## config.mk

```make
export PLATFORM = sky130hd
export DESIGN_NAME = shader_token_stream_validator
export DESIGN_NICKNAME = d
export VERILOG_FILES = /design/src/rtl/core/stsv_pkg.sv /design/src/rtl/core/shader_token_stream_validator.sv /design/src/rtl/core/stsv_step.sv
export VERILOG_INCLUDE_DIRS = /design/src /design/src/rtl/core
export SDC_FILE = /design/constraint.sdc
export NUM_CORES = 1
export LEC_CHECK = 0
export BUFFER_PORTS_ARGS = -buffer_cell sky130_fd_sc_hd__buf_2
export CAP_MARGIN = 10
export CELL_PAD_IN_SITES_DETAIL_PLACEMENT = 1
export CELL_PAD_IN_SITES_GLOBAL_PLACEMENT = 1
export CORE_MARGIN = 2
export CORE_UTILIZATION = 43
export CTS_BUF_LIST = sky130_fd_sc_hd__clkbuf_4
export DETAILED_ROUTE_END_ITERATION = 10
export GPL_TIMING_DRIVEN = 0
export PLACE_DENSITY_LB_ADDON = 0.1
export SETUP_SLACK_MARGIN = 0.1
export SYNTH_ARGS = -nofsm -noshare
export SYNTH_HDL_FRONTEND = slang
export SYNTH_SLANG_ARGS = --single-unit
```

## constraint.sdc

```tcl
create_clock -name clk -period 4.52 [get_ports clk]
set_input_delay 0.452 -clock clk [delete_from_list [all_inputs] [get_ports clk]]
set_output_delay 0.452 -clock clk [all_outputs]
set_load 0.02 [all_outputs]
```

## src/rtl/core/assert_macros.svh

```systemverilog
// ---------------------------------------------------------------------------
// assert_macros.svh
// Concurrent assertion helpers. The bodies are empty when SYNTHESIS is set.
// ---------------------------------------------------------------------------
`ifndef ASSERT_MACROS_SVH
`define ASSERT_MACROS_SVH

`ifndef SYNTHESIS
// prop must hold at every clock edge outside reset
`define ASSERT_ALWAYS(label, clk, rst, prop, msg) \
  label: assert property (@(posedge clk) disable iff (rst) (prop)) else $error(msg);
// cond must never be true outside reset
`define ASSERT_NEVER(label, clk, rst, cond, msg) \
  label: assert property (@(posedge clk) disable iff (rst) !(cond)) else $error(msg);
`else
`define ASSERT_ALWAYS(label, clk, rst, prop, msg)
`define ASSERT_NEVER(label, clk, rst, cond, msg)
`endif

`endif

```

## src/rtl/core/stsv_pkg.sv

```systemverilog
// ---------------------------------------------------------------------------
// stsv_pkg
// Types and constants shared by the token stream validator.
// ---------------------------------------------------------------------------
package stsv_pkg;

  // Stream phase, one-hot
  typedef enum logic [4:0] {
    PH_IDLE    = 5'b00001,
    PH_HEADER  = 5'b00010,
    PH_BODY    = 5'b00100,
    PH_ENDSEEN = 5'b01000,
    PH_ERROR   = 5'b10000
  } phase_t;

  // Event codes on the op field
  localparam logic [1:0] OP_BEGIN = 2'd0;
  localparam logic [1:0] OP_TOKEN = 2'd1;
  localparam logic [1:0] OP_END   = 2'd2;
  localparam logic [1:0] OP_EMPTY = 2'd3;

  // Message codes
  localparam logic [3:0] MSG_BEGIN_ORDER = 4'd0;
  localparam logic [3:0] MSG_INSTR_ORDER = 4'd1;
  localparam logic [3:0] MSG_AFTER_END   = 4'd2;
  localparam logic [3:0] MSG_EMPTY       = 4'd3;
  localparam logic [3:0] MSG_VER_LEN     = 4'd4;
  localparam logic [3:0] MSG_VER_TYPE    = 4'd5;
  localparam logic [3:0] MSG_END_TOKEN   = 4'd6;
  localparam logic [3:0] MSG_END_ORDER   = 4'd7;
  localparam logic [3:0] MSG_MISSING_END = 4'd8;
  localparam logic [3:0] MSG_BAD_DCL     = 4'd9;
  localparam logic [3:0] MSG_BAD_INPUT   = 4'd10;

  // Register fault codes
  localparam logic [1:0] FAULT_NONE  = 2'd0;
  localparam logic [1:0] FAULT_DCL   = 2'd1;
  localparam logic [1:0] FAULT_OTHER = 2'd2;

  // Token field constants
  localparam logic [15:0] KIND_PIXEL  = 16'hffff;
  localparam logic [15:0] KIND_VERTEX = 16'hfffe;
  localparam logic [31:0] END_TOKEN   = 32'h0000ffff;
  localparam logic [15:0] OPC_COMMENT = 16'hfffe;
  localparam logic [15:0] OPC_DEF     = 16'h0051;
  localparam logic [15:0] OPC_DEFI    = 16'h0052;
  localparam logic [15:0] OPC_DEFB    = 16'h0053;
  localparam logic [15:0] OPC_DCL     = 16'h001f;
  localparam logic [4:0]  RTYPE_INPUT = 5'd1;

  localparam logic [10:0] LIMIT_RESET = 11'd10;

  typedef struct packed {
    phase_t      phase;
    logic        err_flag;
    logic        pixel_shader;
    logic [1:0]  group_count;
    logic [15:0] group_opcode;
    logic        head_kind_bad;
    logic        head_is_pixel;
    logic        head_is_end;
    logic        scan_active;
    logic [1:0]  register_fault;
  } state_t;

  localparam state_t STATE_RESET = '{
    phase:          PH_IDLE,
    err_flag:       1'b0,
    pixel_shader:   1'b0,
    group_count:    2'd0,
    group_opcode:   16'd0,
    head_kind_bad:  1'b0,
    head_is_pixel:  1'b0,
    head_is_end:    1'b0,
    scan_active:    1'b0,
    register_fault: FAULT_NONE
  };

  typedef struct packed {
    logic       is_status;
    logic [3:0] message;
    logic       failed;
    logic       last;
  } result_t;

  // Up to two messages and one status from one item
  typedef struct packed {
    result_t [2:0] item;
    logic [1:0]    count;
  } bundle_t;

endpackage

```

## src/rtl/core/shader_token_stream_validator.sv

```systemverilog
// ---------------------------------------------------------------------------
// shader_token_stream_validator
// Checks a shader token stream and reports messages and a status per group or event.
// ---------------------------------------------------------------------------
// The block takes one stream item per transfer (begin, token, end or empty
// group) and judges it in the cycle it is accepted; its results show at the
// output from the next cycle on. Tokens that do not close a group produce
// nothing. An item that closes a group, or any begin/end/empty event, yields
// zero to two diagnostic message results followed by one status result
// (last = 1), one result per output transfer. Results sit in a three-entry
// output shift register; a new item is accepted when that register is empty
// or its final result is leaving in the same cycle. So an item with k results
// holds the output until all k have left, and the next item is taken as the
// final one leaves; tokens that only extend a group, and items with a single
// result while out_ready is high, run at one item per cycle.
// cfg_data sets the pixel shader input register limit (reset 10); it is
// always ready and is to be written only while the block is idle.
`include "assert_macros.svh"

module shader_token_stream_validator
  import stsv_pkg::*;
(
  input  logic        clk,
  input  logic        rst,
  // configuration write
  input  logic        cfg_valid,
  output logic        cfg_ready,
  input  logic [10:0] cfg_data,
  // input stream
  input  logic        in_valid,
  output logic        in_ready,
  input  logic [1:0]  op,
  input  logic [31:0] token,
  input  logic        group_first,
  input  logic        group_last,
  // result stream
  output logic        out_valid,
  input  logic        out_ready,
  output logic        is_status,
  output logic [3:0]  message,
  output logic        failed,
  output logic        last
);

  logic [10:0]   limit;
  state_t        st;
  state_t        st_next;
  bundle_t       bundle;
  result_t [2:0] res;       // res[0] faces the output
  logic [1:0]    cnt;       // results waiting
  logic          in_fire;
  logic          out_fire;

  assign cfg_ready = 1'b1;

  always_ff @(posedge clk) begin
    if (rst) begin
      limit <= LIMIT_RESET;
    end else if (cfg_valid) begin
      limit <= cfg_data;
    end
  end

  // Judge the incoming item against the current stream state
  stsv_step u_step (
    .st          (st),
    .limit       (limit),
    .op          (op),
    .token       (token),
    .group_first (group_first),
    .group_last  (group_last),
    .st_next     (st_next),
    .bundle      (bundle)
  );

  assign out_valid = (cnt != 2'd0);
  assign out_fire  = out_valid && out_ready;
  // Room when empty, or when the final waiting result leaves now
  assign in_ready  = (cnt == 2'd0) || (cnt == 2'd1 && out_ready);
  assign in_fire   = in_valid && in_ready;

  always_ff @(posedge clk) begin
    if (rst) begin
      st <= STATE_RESET;
    end else if (in_fire) begin
      st <= st_next;
    end
  end

  // Output count: control, reset
  always_ff @(posedge clk) begin
    if (rst) begin
      cnt <= 2'd0;
    end else if (in_fire && bundle.count != 2'd0) begin
      cnt <= bundle.count;
    end else if (out_fire) begin
      cnt <= cnt - 2'd1;
    end
  end

  // Output payload: load a fresh bundle or shift toward the port
  always_ff @(posedge clk) begin
    if (in_fire && bundle.count != 2'd0) begin
      res <= bundle.item;
    end else if (out_fire) begin
      res[0] <= res[1];
      res[1] <= res[2];
    end
  end

  assign is_status = res[0].is_status;
  assign message   = res[0].message;
  assign failed    = res[0].failed;
  assign last      = res[0].last;

  // The status result is always the final result of its item
  `ASSERT_ALWAYS(a_last_is_status, clk, rst, out_valid |-> (last == is_status), "last and is_status disagree")
  // Message results never carry a fail flag
  `ASSERT_NEVER(a_msg_no_fail, clk, rst, out_valid && !is_status && failed, "message result with failed set")
  // Once a final result leaves with nothing new loaded, the output goes empty
  `ASSERT_ALWAYS(a_drain, clk, rst, (out_fire && last && !in_fire) |=> !out_valid, "results left after final transfer")

endmodule

```

## src/rtl/core/stsv_step.sv

```systemverilog
// ---------------------------------------------------------------------------
// stsv_step
// Next-state and result logic for one stream item.
// ---------------------------------------------------------------------------
module stsv_step
  import stsv_pkg::*;
(
  input  state_t      st,
  input  logic [10:0] limit,
  input  logic [1:0]  op,
  input  logic [31:0] token,
  input  logic        group_first,
  input  logic        group_last,
  output state_t      st_next,
  output bundle_t     bundle
);

  state_t          s;
  logic [1:0]      nmsg;
  logic [1:0][3:0] msg;
  logic            emit;
  logic            fail;
  logic [15:0]     kind;
  logic [15:0]     opc;
  logic [4:0]      rtype;
  logic [10:0]     ridx;
  result_t         status;

  assign kind  = token[31:16];
  assign opc   = token[15:0];
  assign rtype = {token[12:11], token[30:28]};
  assign ridx  = token[10:0];

  always_comb begin
    s    = st;
    nmsg = 2'd0;
    msg  = '0;
    emit = 1'b1;
    fail = 1'b0;

    if (op == OP_TOKEN) begin
      if (group_first || st.group_count == 2'd0) begin
        // head token opens a group
        s.group_count    = 2'd1;
        s.group_opcode   = opc;
        s.head_kind_bad  = (kind != KIND_PIXEL) && (kind != KIND_VERTEX);
        s.head_is_pixel  = (kind == KIND_PIXEL);
        s.head_is_end    = (token == END_TOKEN);
        s.scan_active    = st.pixel_shader && opc != OPC_COMMENT && opc != OPC_DEF &&
                           opc != OPC_DEFI && opc != OPC_DEFB;
        s.register_fault = FAULT_NONE;
      end else begin
        if (st.group_count != 2'd2) s.group_count = st.group_count + 2'd1;
        if (st.scan_active) begin
          if (!token[31]) begin
            s.scan_active = 1'b0;
          end else if (rtype == RTYPE_INPUT && ridx >= limit) begin
            s.register_fault = (st.group_opcode == OPC_DCL) ? FAULT_DCL : FAULT_OTHER;
            s.scan_active    = 1'b0;
          end
        end
      end

      if (!group_last) begin
        emit = 1'b0;
      end else begin
        unique case (st.phase)
          PH_IDLE: begin
            msg[0] = MSG_INSTR_ORDER; nmsg = 2'd1; fail = 1'b1;
          end
          PH_ENDSEEN: begin
            msg[0] = MSG_AFTER_END; nmsg = 2'd1; fail = 1'b1;
          end
          PH_HEADER: begin
            if (s.group_count != 2'd1) begin
              msg[0] = MSG_VER_LEN;
              nmsg   = 2'd1;
            end
            if (s.head_kind_bad) begin
              msg[nmsg[0]] = MSG_VER_TYPE;
              nmsg         = nmsg + 2'd1;
            end
            if (nmsg != 2'd0) begin
              s.phase = PH_ERROR;
              fail    = 1'b1;
            end else begin
              s.pixel_shader = s.head_is_pixel;
              s.phase        = PH_BODY;
            end
          end
          PH_BODY: begin
            if (s.head_is_end) begin
              if (s.group_count != 2'd1) begin
                msg[0]  = MSG_END_TOKEN;
                nmsg    = 2'd1;
                s.phase = PH_ERROR;
                fail    = 1'b1;
              end else begin
                s.phase = PH_ENDSEEN;
              end
            end else if (s.register_fault == FAULT_DCL) begin
              msg[0] = MSG_BAD_DCL; nmsg = 2'd1;
            end else if (s.register_fault == FAULT_OTHER) begin
              msg[0] = MSG_BAD_INPUT; nmsg = 2'd1;
            end
          end
          default: fail = 1'b1;
        endcase
        s.group_count = 2'd0;
        s.scan_active = 1'b0;
      end
    end else begin
      // events drop any partial group
      s.group_count = 2'd0;
      s.scan_active = 1'b0;
      fail          = 1'b1;
      if (op == OP_EMPTY) begin
        msg[0] = MSG_EMPTY; nmsg = 2'd1;
      end else if (op == OP_BEGIN) begin
        if (st.phase != PH_IDLE) begin
          msg[0]  = MSG_BEGIN_ORDER; nmsg = 2'd1;
          s.phase = PH_ERROR;
        end else begin
          s.phase    = PH_HEADER;
          s.err_flag = 1'b0;
          fail       = 1'b0;
        end
      end else begin
        unique case (st.phase)
          PH_IDLE: begin
            msg[0] = MSG_END_ORDER; nmsg = 2'd1;
          end
          PH_HEADER, PH_BODY: begin
            msg[0]  = MSG_MISSING_END; nmsg = 2'd1;
            s.phase = PH_IDLE;
          end
          PH_ENDSEEN: begin
            fail       = st.err_flag;
            s.phase    = PH_IDLE;
            s.err_flag = 1'b0;
          end
          default: fail = 1'b1;
        endcase
      end
    end

    if (nmsg != 2'd0) s.err_flag = 1'b1;
  end

  assign st_next = s;

  always_comb begin
    status = '{is_status: 1'b1, message: MSG_BEGIN_ORDER, failed: fail, last: 1'b1};
    bundle = '0;
    if (emit) begin
      bundle.count = nmsg + 2'd1;
      unique case (nmsg)
        2'd0: begin
          bundle.item[0] = status;
        end
        2'd1: begin
          bundle.item[0] = '{is_status: 1'b0, message: msg[0], failed: 1'b0, last: 1'b0};
          bundle.item[1] = status;
        end
        default: begin
          bundle.item[0] = '{is_status: 1'b0, message: msg[0], failed: 1'b0, last: 1'b0};
          bundle.item[1] = '{is_status: 1'b0, message: msg[1], failed: 1'b0, last: 1'b0};
          bundle.item[2] = status;
        end
      endcase
    end
  end

endmodule
```

==> key figures <==
Outcome
  • Outcome: completed

Finish
  • Final std cells w/o fill: about 580
  • FILL cells: approximately 970
  • Area added between synthesis and finish: 15.6%
  • Share of cells above drive strength 1: between 10% and 20%
  • N_diodes: 0
  • Register Area: about 0.0012 sq mm
  • Multi-input gate area: just under 0.002 sq mm
  • # nets final: around 550

Critical path
  • Arrival @ worst endpoint: around 4.2 ns
  • Critical Path RT: around 4.6 ns
  • Crit path kind: flop to flop
  • Crit end category: flop
  • Critical Path Start Type: flop
  • Slowest CP cell: o41ai_4
  • Critical path buffer and inverter count: 2
  • CP max stage delay: 0.60 ns
  • Crit path max-delay family: compound AO/OA/AOI/OAI gates
  • Critical Path, Cell by Cell: inv_1 > ha_1 > o21a_1 > o2111ai_1 > o41ai_4 > mux2i_1 > nor2_1 > ha_1 > nor4b_1 > o31a_4 > ha_1 > a21o_1 > buf_6 > nand2_1
  • Critical Path Fanout Max: 10
  • CP most frequent cell: ha_1

Place
  • PortBufs: 58
  • HPWL Detailed: 7510 microns
  • Post-Place Cells: 570
  • Routability congestion estimate: around 0.9

Clocking
  • Post-CTS Setup Inserts: 0
  • Total CTS buffers: 5
  • Sink Count: 55
  • Root buf cell: clkbuf_4
  • CTS Buffer Depth: 2
  • Cts hold-fix bufs: 0
  • CTS tree: yes
  • Cells resized by post-CTS repair: 1
  • Htree depth: 2
  • Clock Latency Late Sink: about 0.38 ns
  • Worst-path clk slew: around 0.16 ns

Job
  • Number of max-cap violations: 0

Drt
  • Antenna-violating nets left: 0
  • Avg WL per Cell: roughly 16 microns
  • Drt pass-1 iters: 4
  • Initial detailed-routing violation count: 74
  • Via Count: roughly 3,200
  • Drt drc: 0
  • WL final: 9220 microns
  • Vias per cell: around 5.5

STA
  • Clock skew: between 0.006 and 0.007 ns
  • WHS: between 0.2 and 0.3 ns
  • Final Hold Vio Count: 0
  • Period utilization: between 90% and 100%
  • RSZ-0062 raised after global routing: no
  • Setup violations, final: 0
  • Max-slew violations: 0
  • Max Clock Freq: approximately 240 MHz
  • Post-route minimum period: 4.14 ns
  • Slew @ Worst Pin: roughly 0.95 ns
  • Relative slew slack: 36.4%

Yosys
  • Sequential cell area fraction in the yosys report: 36.3%
  • Netlist area before placement: between 0.003 and 0.004 sq mm
  • Cells after Synth: 410
  • Async S/R FF share, synth: 0%
  • Netlist cell types: 57
  • Top-area cell type share of the netlist area: a little over a quarter
  • Ys flop type: dfxtp_1
  • Ranking of synthesized cells by area: dfxtp_1 26%, edfxtp_1 9.9%, ha_1 9.0%
  • Ys Warns: 0
  • Syn nets: a little under 500
  • Area leader, netlist: dfxtp_1
  • Cell with the most instances after synthesis: nand2_1
  • Synth top cells by count: 72 x nand2_1, 44 x dfxtp_1, 38 x nor2_1
  • Post-synth EDFFs: 11
  • Post-Syn Area per Cell: approximately 8.1 sq um
  • Seq cells post-synth: 55

Floorplanning
  • Chip Width: between 90 and 100 microns
  • Die area: 0.00848 sq mm
  • Die Ht: about 92 microns
  • Initial Utilization: 43.9%
  • CORE AREA: about 0.0076 sq mm
  • IO Count: between 60 and 70
  • FP Rows: 32

Global route
  • GRT Total Usage: between 20% and 30%
  • Total global routing overflow: 0
  • First-pass GRT wire length: about 16,000 microns
  • Initial antenna violation count: 0
  • Vias in the first global route: about 3,300
  • Largest net degree at the start of global routing: 18

Pwr
  • Max VDD drop: around 0.13 mV
  • PwrDens: 330 mW/mm^2
  • Leakage power: about 0.0016 uW
  • Final Power: approximately 1300 uW

Worst hold path
  • Hold WC Path Type: primary input to flop
-- worst register-to-register path, delay by kind of cell (launching register included) --
family	cells	cell delay (ns)
multiplexers	1	0.29
buffers and inverters	2	0.20
AND/OR/NAND/NOR	3	0.77
flip-flops	1	0.37
adder cells (fa/ha/maj)	3	0.87
AO/OA/AOI/OAI	5	1.33
-- routing by layer --
metal	global-route usage, %	vias up	share of wire (%)
li1	-	1576	-
met1	26.8	1533	43
met2	43.1	67	52
met3	3.29	12	3.0
met4	5.72	0	1.3
met5	0	-	0
-- power by group --
part / internal (uW) / total [uW] / switching [uW] / leakage, uW
clock network: 125 / 289 / 164 / 0.0000463
registers: 570 / 593 / 23.1 / 0.000466
logic: 158 / 393 / 235 / 0.00110
-- layout by cell type (no fill, tap or decap), types with 2 or more instances in the layout --
master	count
and3_1	5
nor2b_1	3
or3_1	3
and3b_1	2
o21ai_0	14
a21o_1	5
nand2b_1	6
buf_2	58
a31oi_1	4
dfxtp_1	44
a21oi_1	34
a2bb2oi_1	2
nor4_1	14
nand2_1	72
a311oi_1	3
a211oi_1	2
nor2_1	38
ha_1	24
nand4_1	8
clkbuf_4	6
buf_4	6
nand3b_1	2
clkbuf_1	14
nand3_1	7
nor3_1	7
mux2_4	3
inv_1	26
o2111ai_1	2
o211ai_1	6
mux2i_1	13
edfxtp_1	11
o21a_1	2
and2_1	2
-- registers in the layout (all words and copies together) (netlist names) --
signal	count
failed	1
cnt	2
last	1
limit	11
res	5
st	31
message	4
-- metrics by stage --
| stage | setup TNS, ns | worst slack, ns | utilization [%] | instance area, sq um |
|---|---|---|---|---|
| 2_1_floorplan | 0 | 0.405 | - | 3340 |
| 3_3_place_gp | -5.50 | -0.389 | 49.4 | 3760 |
| 3_5_place_dp | -8.07 | -0.484 | 49.4 | 3760 |
| 4_1_cts | 0 | 0.230 | 50.6 | 3850 |
| 5_1_grt | 0 | 0.0947 | 50.7 | 3860 |
| 6_report | 0 | 0.385 | 50.7 | 3860 |
-- area by class of cell --
cell class	instances	share of cell area [%]
Inverter	26	2.53
Clock buffer	6	1.17
Tap cell	102	3.31
Timing Repair Buffer	58	7.52
Sequential cell	55	31.4
Multi-Input combinational cell	307	50.2
Buffer	22	2.92
Clock inverter	2	1.00
-- path summary, 6_finish.rpt --
| kind | from | end | slack, ns | depth (start not counted) |
|---|---|---|---|---|
| max | limit[10] | message[2] | 0.38 | 14 |
| min | cfg_data[1] | limit[1] | 0.28 | 3 |
| max reg2reg | limit[10] | message[2] | 0.38 | 14 |
| min reg2reg | st[14] | st[14] | 0.47 | 2 |
-- kinds of logic (layout without fill, tap and decap cells) --
kind of cell,count (synthesis),after routing,share of synthesized area (%)
fa+ha+maj,24,24,9.00
other cells,1,1,0.112
mux,16,16,5.25
simple gates,177,177,25.7
buf+inv,48,114,6.30
flops,55,55,36.3
compound gates,87,87,16.8
xor+xnor,2,2,0.525
(Power assumes the default switching activity.)
